## src/hdl/bds_pkg.sv

```systemverilog
// Shared types and constants of the 4x4 box downsampler.
// No dependencies; imported by the interfaces, bds_front, bds_colsum and the top level.
`default_nettype none

package bds_pkg;

    localparam int NUM_CH         = 4;   // red, green, blue, alpha
    localparam int CH_W           = 8;
    localparam int HS_W           = 10;  // sum of four pixels of one row
    localparam int CS_W           = 12;  // sum of sixteen pixels
    localparam int AVG_SHIFT      = 4;   // divide by sixteen
    localparam int OUT_COLS_W     = 10;
    localparam logic [OUT_COLS_W-1:0] OUT_COLS_RESET = 10'd40;
    localparam logic [1:0] GRP_FIRST  = 2'd0;
    localparam logic [1:0] GRP_LAST   = 2'd3;
    localparam logic [1:0] PHASE_LAST = 2'd3;

    typedef logic [NUM_CH-1:0][CH_W-1:0] chan_t;
    typedef logic [NUM_CH-1:0][HS_W-1:0] hsum_t;
    typedef logic [NUM_CH-1:0][CS_W-1:0] csum_t;

    // Position flags of the pixel currently offered, after frame start.
    typedef struct packed {
        logic grp_start;  // first pixel of a four-pixel group
        logic grp_end;    // last pixel of a four-pixel group
        logic first_row;  // first input row of a block row
        logic last_row;   // last input row of a block row
        logic row_last;   // pixel ends the input row
        logic may_emit;   // stored position could produce a result
    } pos_flags_t;

endpackage

`default_nettype wire

```

## src/hdl/bds_front.sv

```systemverilog
// Position counters and horizontal four-pixel sums of the downsampler.
// Depends on bds_pkg.
`default_nettype none

module bds_front
    import bds_pkg::*;
#(
    parameter  int MAX_OUT_COLS = 512,
    localparam int IDX_W        = (MAX_OUT_COLS > 1) ? $clog2(MAX_OUT_COLS) : 1
)
(
    input  wire logic                    clk,
    input  wire logic                    rst_n,
    input  wire logic                    acc,
    input  wire logic                    frame_start,
    input  wire chan_t                   px,
    input  wire logic [OUT_COLS_W-1:0]   out_cols,
    output pos_flags_t                   flags,
    output logic [IDX_W-1:0]             idx,
    output hsum_t                        hs
);

    localparam int COL_W = IDX_W + 2;
    localparam int CNT_W = (IDX_W + 1 > OUT_COLS_W) ? IDX_W + 1 : OUT_COLS_W;
    localparam int LST_W = CNT_W + 2;

    logic [COL_W-1:0] col_reg, col_next, col_eff;
    logic [1:0]       phase_reg, phase_next, phase_eff;
    hsum_t            hs_reg;
    logic [CNT_W-1:0] cfg_ext, cols_eff;
    logic [LST_W-1:0] last_col;

    // Clamp width to 1..MAX_OUT_COLS.
    always_comb
    begin
        cfg_ext = CNT_W'(out_cols);
        if (out_cols == '0)
            cols_eff = CNT_W'(1);
        else if (cfg_ext > CNT_W'(MAX_OUT_COLS))
            cols_eff = CNT_W'(MAX_OUT_COLS);
        else
            cols_eff = cfg_ext;
        last_col = {cols_eff, 2'b00} - LST_W'(1);
    end

    assign col_eff   = frame_start ? '0 : col_reg;
    assign phase_eff = frame_start ? '0 : phase_reg;

    always_comb
    begin
        flags.grp_start = (col_eff[1:0] == GRP_FIRST);
        flags.grp_end   = (col_eff[1:0] == GRP_LAST);
        flags.first_row = (phase_eff == '0);
        flags.last_row  = (phase_eff == PHASE_LAST);
        flags.row_last  = (LST_W'(col_eff) >= last_col);
        flags.may_emit  = (col_reg[1:0] == GRP_LAST) && (phase_reg == PHASE_LAST);
        for (int k = 0; k < NUM_CH; k++)
        begin
            hs[k] = flags.grp_start ? HS_W'(px[k]) : hs_reg[k] + HS_W'(px[k]);
        end
    end

    assign idx = col_eff[COL_W-1:2];

    // Wrap at row end and advance row phase.
    always_comb
    begin
        if (flags.row_last)
        begin
            col_next   = '0;
            phase_next = phase_eff + 2'd1;
        end
        else
        begin
            col_next   = col_eff + COL_W'(1);
            phase_next = phase_eff;
        end
    end

    always_ff @(posedge clk or negedge rst_n)
    begin
        if (!rst_n)
        begin
            col_reg   <= '0;
            phase_reg <= '0;
        end
        else if (acc)
        begin
            col_reg   <= col_next;
            phase_reg <= phase_next;
        end
    end

    always_ff @(posedge clk)
    begin
        if (acc)
            hs_reg <= hs;
    end

endmodule

`default_nettype wire

```

## config.mk

```make
export PLATFORM = sky130hd
export DESIGN_NAME = bds_front
export DESIGN_NICKNAME = d
export VERILOG_FILES = /design/src/hdl/bds_pkg.sv /design/src/hdl/bds_front.sv
export SDC_FILE = /design/constraint.sdc
export NUM_CORES = 1
export LEC_CHECK = 0
export BUFFER_PORTS_ARGS = -buffer_cell sky130_fd_sc_hd__buf_2
export CAP_MARGIN = 20
export CORE_MARGIN = 3
export CORE_UTILIZATION = 57
export CTS_BUF_LIST = sky130_fd_sc_hd__clkbuf_2 sky130_fd_sc_hd__clkbuf_4 sky130_fd_sc_hd__clkbuf_8
export DETAILED_ROUTE_END_ITERATION = 16
export HOLD_SLACK_MARGIN = 0.08
export PLACE_DENSITY_LB_ADDON = 0.3
export SLEW_MARGIN = 25
export SYNTH_ARGS = -nofsm -noshare
export SYNTH_HDL_FRONTEND = slang
export SYNTH_SLANG_ARGS = --single-unit
export TNS_END_PERCENT = 10
```

## constraint.sdc

```tcl
create_clock -name clk -period 11.3 [get_ports clk]
set_clock_uncertainty 0.1 [all_clocks]
set_input_delay 1.13 -clock clk [delete_from_list [all_inputs] [get_ports clk]]
set_output_delay 1.13 -clock clk [all_outputs]
set_load 0.05 [all_outputs]
```

Yosys cells after proc, flatten, opt, wreduce, memory -nomap -nowiden
Index checks and enable logic that the tools add are counted.
Widths: inputs -> output; s select.
- bits in registers: 53
- bits of input ports: 46
- output and inout bits: 55
- logic and storage cells: 33
- $add $sub $neg: 7
- magnitude comparators: 2
- equality and inequality tests: 4
- muxes and demuxes: 10
- reductions and logical operators: 4
- operators with widths (operator ; count):
    $mux 10 ; 6
    $add 10x8->10 ; 4
    $mux 11 ; 2
    $ge 11x12->1 ; 1
    $sub 12x1->12 const B ; 1
    $add 11x1->11 const B ; 1
    $gt 10x10->1 const B ; 1
    $logic_not 10->1 ; 1
    $eq 2x2->1 const B ; 4
    $logic_not 2->1 ; 2
    $mux 2 ; 2
    $add 2x1->2 const B ; 1
    $logic_and 1x1->1 ; 1

Longest topological paths before layout
- word-level depth: 6
- depth in mapped cells: 18
- gate-level depth less buffers: 16

Worst setup path before layout
OpenSTA, ideal clock, no wires.
- path kind: input -> output
- start point: input out_cols[2]
- end point: output flags[1] (netlist name)
- arrival: 4037 ps
- data required time: 10070 ps
- setup slack: 6033 ps
- stages: 16
- buffers on the path: 2
- cells stage by stage: or4_4 -> or3_4 -> nor3_1 -> nor2_1 -> nor2_2 -> inv_2 -> ha_1 -> clkbuf_1 -> nand4_1 -> o221ai_1 -> ha_1 -> o21a_1 -> o211ai_1 -> a31oi_1 -> o22a_1 -> buf_2
- RTL lines (item ; RTL line ; text):
    start, declared ; bds_front.sv:17 ; input wire logic [OUT_COLS_W-1:0] out_cols,
    end, declared ; bds_front.sv:18 ; output pos_flags_t flags,

==> results.json <==
{
  "timing.final.ws_setup_ns": 5.46,
  "worstPathCellList": "buf_2 > or4_4 > or3_4 > nor3_1 > nor2_1 > nor2_2 > inv_2 > ha_1 > o21a_1 > o221ai_1 > ha_1 > o21a_1 > o211ai_1 > a31oi_1 > o22a_1 > buf_2",
  "htreeDepth": 2,
  "start_kind": "input port",
  "drive_above_1_share_pct": 23.1,
  "setup_viol": 0,
  "synth_cells": 436,
  "first_iter_violations": 158,
  "cts_tree": "yes",
  "cp.arrival_ns": 4.61,
  "tns_ns": 0,
  "place_hpwl_mm": 6.91,
  "drv_slew": 0,
  "die-area_um2": 8370,
  "start_util_pct": 60.0,
  "max_slew.worst_pin.slew_ns": 0.639,
  "path_depth": 16,
  "critPathKind": "input port to output pin",
  "period_minus_slack_ns": 5.84,
  "synth_edf_count": 40,
  "p_leak_nw": 2.28,
  "ir_drop_mv": 0.0999,
  "grt_overflow": 0,
  "crit_path_start": "out_cols[2]",
  "globalplace.congestion": 0.870,
  "maxSlewHeadroom_pct": 57.4,
  "final_nets": 627,
  "post-place-ws_ns": 5.52,
  "yosysTopAreaCell": "edfxtp_1",
  "max-cap-violations": 0,
  "netlist_area_um2": 4170,
  "antenna_found_initial": 0,
  "cts_root_buf": "clkbuf_8",
  "diodes": 0,
  "hold_viol_final": 0,
  "routed_wl_mm": 9.07,
  "die_x_um": 91.5,
  "synthTopCellsByArea": "edfxtp_1 (29%), ha_1 (14%), dfrtp_1 (7.8%), o21ai_0 (5.0%), xor2_1 (4.4%)",
  "powerDensity_nw_per_um2": 146,
  "clock-sinks": 53,
  "largest_reg_flops": 40,
  "r2r_cells": 8,
  "grt_pass1_wl_mm": 15.4,
  "hold_slack_ns": 0.416,
  "synth_top_cell_area_share_pct": 28.8,
  "r2r-end": "phase_reg[0]",
  "cp_data_required_time_ns": 10.07,
  "vias": 3519,
  "nFillCells": 549,
  "clk-insertion-delay-late_ns": 0.31,
  "area_delta_synth_final_pct": 16.2,
  "reg2reg_from": "col_reg[2]",
  "crit_fanout": 15,
  "dieHeight_um": 91.5,
  "grtUsageTotal_pct": 22.2,
  "route.detailed.drc": 0,
  "cp_num_buf_inv": 3,
  "grt_max_degree": 70,
  "ys.flop_type": "edfxtp_1",
  "period_share_pct": 51.6,
  "clk_pin_slew_ns": 0.10,
  "critPathCaptureType": "output pin",
  "syn_area_per_cell_um2": 9.56,
  "firstDrtPassIters": 4,
  "outcome": "finished, final reports clean",
  "synth_async_sr_flop_share_pct": 24.5,
  "synth_cell_type_count": 53,
  "num_rows": 30,
  "core_um2": 6940,
  "slowest_delay_ns": 0.54,
  "final_cell_mix": "buf_2 (100), ha_1 (45), o21ai_0 (42)",
  "ys_seq_elements": 53,
  "rsz0062_at_grt": "no",
  "final_common_cell": "buf_2",
  "path_delay_family": "simple AND/OR/NAND/NOR gates",
  "max_clock_freq_mhz": 171,
  "via_per_inst": 5.60,
  "holdBufCountCts": 0,
  "first_global_vias": 3434,
  "syn_nets": 532,
  "rrSetupSlack_ns": 8.69,
  "cp-endpoint": "flags[1]",
  "io_buffers": 100,
  "hp-class": "flip-flop to flip-flop",
  "yosysWarnings": 0,
  "drt-wirelength-per-cell_um": 14.4,
  "drtAntennaViolNets": 0,
  "post_cts_buffers": 0,
  "cpMaxStageDelayCell": "or4_4",
  "cts_resized": 0,
  "cts_buffer_depth": 2,
  "ys_seq_area_share_pct": 36.6,
  "numCtsBuffers": 5,
  "pin_count": 101
}
==> final cells by class <==
| class | count | area, um^2 | area share, % |
|---|---|---|---|
| Multi-Input combinational cell | 347 | 2510 | 51.8 |
| Inverter | 22 | 82.6 | 1.71 |
| Sequential cell | 53 | 1530 | 31.5 |
| Clock inverter | 3 | 21.3 | 0.439 |
| Timing Repair Buffer | 102 | 515 | 10.6 |
| Tap cell | 96 | 120 | 2.48 |
| Clock buffer | 5 | 68.8 | 1.42 |
==> layer usage <==
layer	vias up	global-route usage, %	share of wire, %
met3	18	4.14	4.9
met2	96	37.2	47
li1	1782	-	-
met5	-	0	0
met4	0	7.66	2.3
met1	1623	28.8	46
==> synthesized netlist by cell type, drive strengths merged, types with 4 or more instances <==
library cell / n
ha: 46
o21ai: 42
edfxtp: 40
nand2: 37
nor2: 35
a21oi: 24
inv: 22
xor2: 21
nor2b: 19
xnor2: 14
dfrtp: 13
clkbuf: 12
nand2b: 12
a21o: 7
o21a: 7
o2bb2ai: 7
nand3: 6
a211o: 5
a22o: 5
mux2: 5
fa: 4
nor3: 4
o21bai: 4
o31ai: 4
o41ai: 4
==> worst register-to-register path, stage by stage (launching register included) <==
cell and delay (ns):
dfrtp_1 0.41, nor2b_1 0.36, ha_1 0.22, a21oi_1 0.05
nand4b_1 0.18, a31oi_1 0.19, o22a_1 0.51, mux2_2 0.39
a21oi_1 0.14
==> through the flow <==
step | area, um^2 | utilization [%] | std cells | total power, mW
CTS | 4840 | 69.7 | 628 | 0.713
finish | 4840 | 69.7 | 628 | 0.707
floorplan | 4170 | - | 436 | 0.523
global route | 4840 | 69.7 | 628 | 0.755
detailed placement | 4750 | 68.4 | 620 | 0.601
global placement | 4750 | 68.4 | 620 | 0.593
==> worst min path at each step <==
| stage | from | slack [ns] | to | cells after the start |
|---|---|---|---|---|
| floorplan | col_reg[10] | 0.37 | col_reg[10] | 1 |
| global placement | col_reg[10] | 0.39 | col_reg[10] | 1 |
| detailed placement | col_reg[10] | 0.40 | col_reg[10] | 1 |
| CTS | col_reg[10] | 0.42 | col_reg[10] | 1 |
| global route | col_reg[10] | 0.45 | col_reg[10] | 1 |
| finish | col_reg[10] | 0.42 | col_reg[10] | 1 |
==> kinds of logic (layout without fill, tap and decap cells) <==
| logic type | count (synthesis) | after routing | share of synthesized area (%) |
|---|---|---|---|
| simple gates | 128 | 128 | 15.3 |
| compound gates | 126 | 126 | 19.6 |
| flops | 53 | 53 | 36.6 |
| fa+ha+maj | 50 | 50 | 15.7 |
| buf+inv | 36 | 132 | 3.27 |
| xor+xnor | 35 | 35 | 7.36 |
| mux | 8 | 8 | 2.07 |
==> power breakdown <==
part	switching (mW)	internal [mW]
sequential	0.0110	0.241
clock	0.0660	0.0441
combinational	0.238	0.106
Power figures use the tool's default switching activity.
